File: src/rtl/dlcp_pkg.sv
// -----------------------------------------------------------------------------
// dlcp_pkg
// Widths, command codes, register indexes, reset values and character codes of the parser.
// -----------------------------------------------------------------------------
package dlcp_pkg;

	localparam int VAL_W = 31;
	localparam int CMD_W = 2;
	localparam int CHAR_W = 8;
	localparam int CFG_IDX_W = 2;

	localparam logic [VAL_W-1:0] VAL_MAX = {VAL_W{1'b1}};

	// transaction commands
	localparam logic [CMD_W-1:0] CMD_CHAR  = 2'd0;
	localparam logic [CMD_W-1:0] CMD_TAKE  = 2'd1;
	localparam logic [CMD_W-1:0] CMD_CLEAR = 2'd2;

	// register indexes
	localparam logic [CFG_IDX_W-1:0] REG_COMMAND_MIN = 2'd0;
	localparam logic [CFG_IDX_W-1:0] REG_COMMAND_MAX = 2'd1;

	localparam logic [VAL_W-1:0] COMMAND_MIN_RST = 31'd0;
	localparam logic [VAL_W-1:0] COMMAND_MAX_RST = 31'd100;

	localparam logic [CHAR_W-1:0] CH_LF   = 8'h0A;
	localparam logic [CHAR_W-1:0] CH_CR   = 8'h0D;
	localparam logic [CHAR_W-1:0] CH_ZERO = 8'h30;
	localparam logic [CHAR_W-1:0] CH_NINE = 8'h39;

endpackage

File: src/rtl/decimal_line_command_parser_core.sv
// A result is presented in the cycle after its transaction is accepted.
// Throughput: one transaction per cycle while the input is not stalled; the line state and the x10 multiply-add
// sit between the input handshake and the result register.
// Input stalls only while the result register is full and the output is stalled.
// Reset (arst_n low, asynchronous): line state and pending command cleared,
// command_min = 0, command_max = 100, result register empty.
// -----------------------------------------------------------------------------
// decimal_line_command_parser_core
// Builds decimal lines from received characters and holds one pending command.
// -----------------------------------------------------------------------------
module decimal_line_command_parser_core #(
	parameter int LINE_BUFFER_LEN = 16
) (
	input  logic                            clk,
	input  logic                            arst_n,
	input  logic                            in_valid,
	output logic                            in_stall,
	input  logic [dlcp_pkg::CMD_W-1:0]      cmd,
	input  logic [dlcp_pkg::CHAR_W-1:0]     char_in,
	input  logic                            consumer_busy,
	output logic                            out_valid,
	input  logic                            out_stall,
	output logic                            command_pending,
	output logic                            command_delivered,
	output logic [dlcp_pkg::VAL_W-1:0]      command_value,
	input  logic                            cfg_we,
	input  logic [dlcp_pkg::CFG_IDX_W-1:0]  cfg_index,
	input  logic [dlcp_pkg::VAL_W-1:0]      cfg_wdata
);
	import dlcp_pkg::*;

	localparam int CNT_W = $clog2(LINE_BUFFER_LEN);
	localparam logic [CNT_W-1:0] CNT_LIMIT = CNT_W'(LINE_BUFFER_LEN - 1);
	localparam int PROD_W = VAL_W + 4;

	logic [VAL_W-1:0] command_min_q, command_max_q;

	logic [CNT_W-1:0] char_count_q, char_count_d;
	logic [VAL_W-1:0] running_value_q, running_value_d;
	logic             saw_non_digit_q, saw_non_digit_d;
	logic             value_too_large_q, value_too_large_d;
	logic             pending_flag_q, pending_flag_d;
	logic [VAL_W-1:0] pending_value_q, pending_value_d;

	logic             res_valid_q;
	logic             res_pending_q;
	logic             res_delivered_q, delivered_d;
	logic [VAL_W-1:0] res_value_q, value_d;

	logic              in_fire;
	logic              is_digit;
	logic              line_ok;
	logic [PROD_W-1:0] run_ext;
	logic [PROD_W-1:0] next_value;
	logic              next_over;

	assign in_stall = res_valid_q & out_stall;
	assign in_fire  = in_valid & ~in_stall;

	assign out_valid         = res_valid_q;
	assign command_pending   = res_pending_q;
	assign command_delivered = res_delivered_q;
	assign command_value     = res_value_q;

	// value * 10 + digit as (v << 3) + (v << 1) + d
	assign is_digit   = (char_in >= CH_ZERO) && (char_in <= CH_NINE);
	assign run_ext    = PROD_W'(running_value_q);
	assign next_value = (run_ext << 3) + (run_ext << 1) + PROD_W'(char_in[3:0]);
	assign next_over  = next_value > PROD_W'(VAL_MAX);

	assign line_ok = (char_count_q != '0) && !saw_non_digit_q && !value_too_large_q &&
	                 (running_value_q >= command_min_q) && (running_value_q <= command_max_q);

	always_comb begin
		char_count_d      = char_count_q;
		running_value_d   = running_value_q;
		saw_non_digit_d   = saw_non_digit_q;
		value_too_large_d = value_too_large_q;
		pending_flag_d    = pending_flag_q;
		pending_value_d   = pending_value_q;
		delivered_d       = 1'b0;
		value_d           = '0;
		case (cmd)
			CMD_CHAR: begin
				if (!consumer_busy && !pending_flag_q) begin
					if (char_in == CH_LF || char_in == CH_CR) begin
						if (line_ok) begin
							pending_flag_d  = 1'b1;
							pending_value_d = running_value_q;
						end
						char_count_d      = '0;
						running_value_d   = '0;
						saw_non_digit_d   = 1'b0;
						value_too_large_d = 1'b0;
					end else if (char_count_q < CNT_LIMIT) begin
						char_count_d = char_count_q + 1'b1;
						if (is_digit) begin
							if (value_too_large_q || next_over) begin
								value_too_large_d = 1'b1;
								running_value_d   = VAL_MAX;
							end else begin
								running_value_d = next_value[VAL_W-1:0];
							end
						end else begin
							saw_non_digit_d = 1'b1;
						end
					end else begin
						// line overflow: drop the line and this character
						char_count_d      = '0;
						running_value_d   = '0;
						saw_non_digit_d   = 1'b0;
						value_too_large_d = 1'b0;
					end
				end
			end
			CMD_TAKE: begin
				if (pending_flag_q) begin
					delivered_d     = 1'b1;
					value_d         = pending_value_q;
					pending_flag_d  = 1'b0;
					pending_value_d = '0;
				end
			end
			CMD_CLEAR: begin
				char_count_d      = '0;
				running_value_d   = '0;
				saw_non_digit_d   = 1'b0;
				value_too_large_d = 1'b0;
				pending_flag_d    = 1'b0;
				pending_value_d   = '0;
			end
			default: begin
			end
		endcase
	end

	always_ff @(posedge clk or negedge arst_n) begin
		if (!arst_n) begin
			command_min_q <= COMMAND_MIN_RST;
			command_max_q <= COMMAND_MAX_RST;
		end else if (cfg_we) begin
			if (cfg_index == REG_COMMAND_MIN) begin
				command_min_q <= cfg_wdata;
			end else if (cfg_index == REG_COMMAND_MAX) begin
				command_max_q <= cfg_wdata;
			end
		end
	end

	always_ff @(posedge clk or negedge arst_n) begin
		if (!arst_n) begin
			char_count_q      <= '0;
			running_value_q   <= '0;
			saw_non_digit_q   <= 1'b0;
			value_too_large_q <= 1'b0;
			pending_flag_q    <= 1'b0;
			pending_value_q   <= '0;
		end else if (in_fire) begin
			char_count_q      <= char_count_d;
			running_value_q   <= running_value_d;
			saw_non_digit_q   <= saw_non_digit_d;
			value_too_large_q <= value_too_large_d;
			pending_flag_q    <= pending_flag_d;
			pending_value_q   <= pending_value_d;
		end
	end

	always_ff @(posedge clk or negedge arst_n) begin
		if (!arst_n) begin
			res_valid_q <= 1'b0;
		end else if (in_fire) begin
			res_valid_q <= 1'b1;
		end else if (!out_stall) begin
			res_valid_q <= 1'b0;
		end
	end

	always_ff @(posedge clk) begin
		if (in_fire) begin
			res_pending_q   <= pending_flag_d;
			res_delivered_q <= delivered_d;
			res_value_q     <= value_d;
		end
	end

endmodule

File: config.mk
export PLATFORM = sky130hd
export DESIGN_NAME = decimal_line_command_parser_core
export DESIGN_NICKNAME = d
export VERILOG_FILES = /design/src/rtl/dlcp_pkg.sv /design/src/rtl/decimal_line_command_parser_core.sv
export SDC_FILE = /design/constraint.sdc
export NUM_CORES = 1
export LEC_CHECK = 0
export ABC_CLOCK_PERIOD_IN_PS = 3700
export CAP_MARGIN = 20
export CORE_ASPECT_RATIO = 0.7
export CORE_UTILIZATION = 60
export DETAILED_ROUTE_END_ITERATION = 12
export DONT_BUFFER_PORTS = 1
export PLACE_DENSITY = 0.76
export SYNTH_ARGS = -nofsm -noshare
export SYNTH_HDL_FRONTEND = slang
export SYNTH_SLANG_ARGS = --single-unit
export TNS_END_PERCENT = 10
File: constraint.sdc
create_clock -name clk -period 3.7 [get_ports clk]
set_clock_uncertainty 0.15 [all_clocks]
set_input_delay 0.37 -clock clk [delete_from_list [all_inputs] [get_ports clk]]
set_output_delay 0.37 -clock clk [all_outputs]
set_load 0.03 [all_outputs]
==> reports/qor.csv <==
metric,value,unit
TritonCTS Sinks,165,
Post-Synth Adder-Cell Area,15.5,%
ANT cells,0,
Std-Cell Rows,40,
post-synthesis compound-gate area fraction,19.4,%
most frequent CP cell,inv_1,
Critical Path RT,3.90,ns
Setup TNS,0,ns
grt ovf,0,
CP max FO,29,
CP endpoint,running_value_q[25],
cell taking the most area after synthesis,dfrtp_1,
Vias,8461,
largest net degree at the start of global routing,133,
RR Startpoint,running_value_q[0],
count of input and output buffers,0,
ys async rst share,80.0,%
worst-path cell chain,"inv_1, fa_1, inv_1, ha_1, a211o_1, a211oi_2, o2111a_1, nor4b_2, o21a_1, o22ai_2, nor2_2, buf_12, o21ai_0",
Post-synth EDFFs,33,
first-pass GRT wire length,42300,um
overall power,11.5,mW
"Hold Vio Cnt, Final",0,
synth unique cells,73,
drt drc,0,
Startpoint Class,register,
register area share after synthesis,40.2,%
Die X,162,um
Detail Placement HPWL,18600,um
gpl congestion,0.986,
worst setup path start,running_value_q[0],
Vias/cell,6.11,
Die H,114,um
Fillers,1378,
Starting Density,61.8,%
hold crit path type,in2reg,
Mapped Area,10700,um^2
core area,17300,um^2
max frequency,0.286,GHz
"slowest stage cell, crit path",fa_1,
H-Tree Depth,4,
final WL,25800,um
warnings from Yosys,0,
Nets,1321,
I/O pin count,84,
DRT Pass-1 Iters,5,
XOR/XNOR Fraction of Synth Area,1.88,%
r2r worst-path depth,13,
drt initial violations,692,
"IR drop worst, VDD",0.771,mV
top post-synthesis cells by area,"dfrtp_1 (30%), ha_1 (15%), edfxtp_1 (9.3%)",
P_leak,5.57,nW
DRT antenna net count,0,
Worst-path clk slew,0.07,ns
Relative slew margins,44.1,%
R2R setup slack,0.21,ns
Main synth FF type,dfrtp_1,
die area,18400,um^2
Seq cells post-synth,165,
Root Driver,clkbuf_16,
vias in the first global route,8249,
status,"finished, final reports clean",
Max Transition Viols Final,0,
layout cells sized above 1,9.27,%
largest family of logic cells by synthesized area,compound AO/OA/AOI/OAI gates,
initial antenna violation count,0,
Post-Syn Instances,1120,
critical path type,reg2reg,
CP arrival,3.69,ns
Yosys top cell area share,30.2,%
simple logic cell fraction of the synthesized area,13.0,%
Place WS,0.152,ns
slew at the pin closest to its max-slew limit,0.836,ns
Max-Cap Viols,0,
proportion of synthesized area in mux cells,3.67,%
hold path startpoint,consumer_busy,
slowest cell delay on critical path,0.56,ns
wire per inst,18.6,um
CTS tree,yes,
area grow syn2layout,11.2,%
cts bufs inserted,17,
overall routing resource usage,29.4,%
slack of the critical path,0.207,ns
clk_lat worst skew,0.43,ns
reg2reg end,running_value_q[25],
Worst setup EP type,register,
RSZ-0062 raised after global routing,true,
Synth Area per Inst,9.55,um^2
syn_nets,1300,
number of post-CTS setup repair buffers,0,
CTS Buffer Depth,2,
Setup Viol. Count Final,0,
Synth top cells by count,"dfrtp_1 (129), ha_1 (129), inv_1 (118)",
Tcrit/Tclk final,94.4,%
minimum clock period,3.49,ns
power per cell area,967,nW/um^2
-- state kept, by name, indices dropped and copies added, names as in the netlist --
name and count:
char_count_q 4, command_delivered 1, command_max_q 31, command_min_q 31, command_pending 1, command_value 31
out_valid 1, pending_flag_q 1, pending_value_q 31, running_value_q 31, saw_non_digit_q 1, value_too_large_q 1
-- power by group --
part	total, mW	switching, mW	internal [mW]
clock network	1.74	0.775	0.970
logic	7.11	4.30	2.81
registers	2.63	0.470	2.16
total	11.5	5.55	5.94
-- repair_timing --
item,in CTS,in global routing
endpoints found under the setup margin,0,26
endpoints found under the hold margin,197,0
hold buffers,37,0
gates resized for setup,0,2
-- critical path: cells and delay by family, from the launching register on --
| kind | cells | cell delay [ns] |
|---|---|---|
| compound gates | 6 | 1.54 |
| fa+ha+maj | 2 | 0.86 |
| flops | 1 | 0.36 |
| buf+inv | 3 | 0.33 |
| simple gates | 2 | 0.16 |
-- worst min-delay path by stage --
| stage | slack, ns | depth (start not counted) | endpoint |
|---|---|---|---|
| 2_1_floorplan | -0.08 | 0 | char_count_q[0] |
| 3_3_place_gp | -0.07 | 0 | command_min_q[7] |
| 3_5_place_dp | -0.07 | 0 | command_min_q[7] |
| 4_1_cts | 0.006 | 1 | command_pending |
| 5_1_grt | 0.008 | 1 | command_pending |
| 6_report | 0.02 | 1 | command_pending |
-- metal layers --
metal	track usage, %	vias to the layer above	part of all wire (%)
li1	-	4088	-
met2	44.7	276	43
met1	41.9	4059	48
met3	7.13	38	6.9
met5	0	-	0
met4	8.30	0	2.0
-- final cells by class --
type | count | area [um^2] | area share (%)
repair buffers | 55 | 548 | 4.61
clock inverters | 13 | 121 | 1.02
multi-input cells | 784 | 5740 | 48.3
clock buffers | 19 | 453 | 3.81
inverters | 118 | 443 | 3.73
well taps | 231 | 289 | 2.43
flip-flops and latches | 165 | 4300 | 36.2
-- layout by cell type (no fill, tap or decap), types with 10 or more instances in the layout --
master | netlist | routed
a21o_1 | 27 | 27
nand4_1 | 20 | 20
nand2_1 | 103 | 103
o22ai_1 | 35 | 35
a21oi_1 | 62 | 61
and3_1 | 39 | 39
nor2_1 | 42 | 42
nor3_1 | 16 | 15
dlygate4sd3_1 | 0 | 36
inv_1 | 118 | 118
dfrtp_1 | 129 | 129
a31oi_1 | 18 | 18
xnor2_1 | 11 | 11
ha_1 | 129 | 129
xor2_1 | 12 | 12
nand3_1 | 12 | 12
edfxtp_1 | 33 | 33
nand2b_1 | 10 | 10
buf_4 | 0 | 16
o21ai_0 | 89 | 89
mux2_2 | 34 | 34
o21a_1 | 12 | 12
clkbuf_16 | 0 | 17
-- logic make-up (layout without fill, tap and decap cells) --
family                   after synthesis  in the layout
adder cells (fa/ha/maj)              131            131
AO/OA/AOI/OAI                        315            315
flip-flops                           165            165
buffers and inverters                171            205
XOR/XNOR                              23             23
AND/OR/NAND/NOR                      280            280
multiplexers                          35             35
-- per-stage QoR --
step	utilization, %	hold WS (ns)	instance area (um^2)	instances
after floorplan	-	-0.0756	10700	1120
after global placement	63.0	-0.0708	10900	1316
after detailed placement	63.0	-0.0719	10900	1316
after CTS	68.6	0.00582	11900	1385
after global routing	68.7	0.00786	11900	1385
final	68.7	0.0164	11900	1385
(Power assumes the default switching activity.)
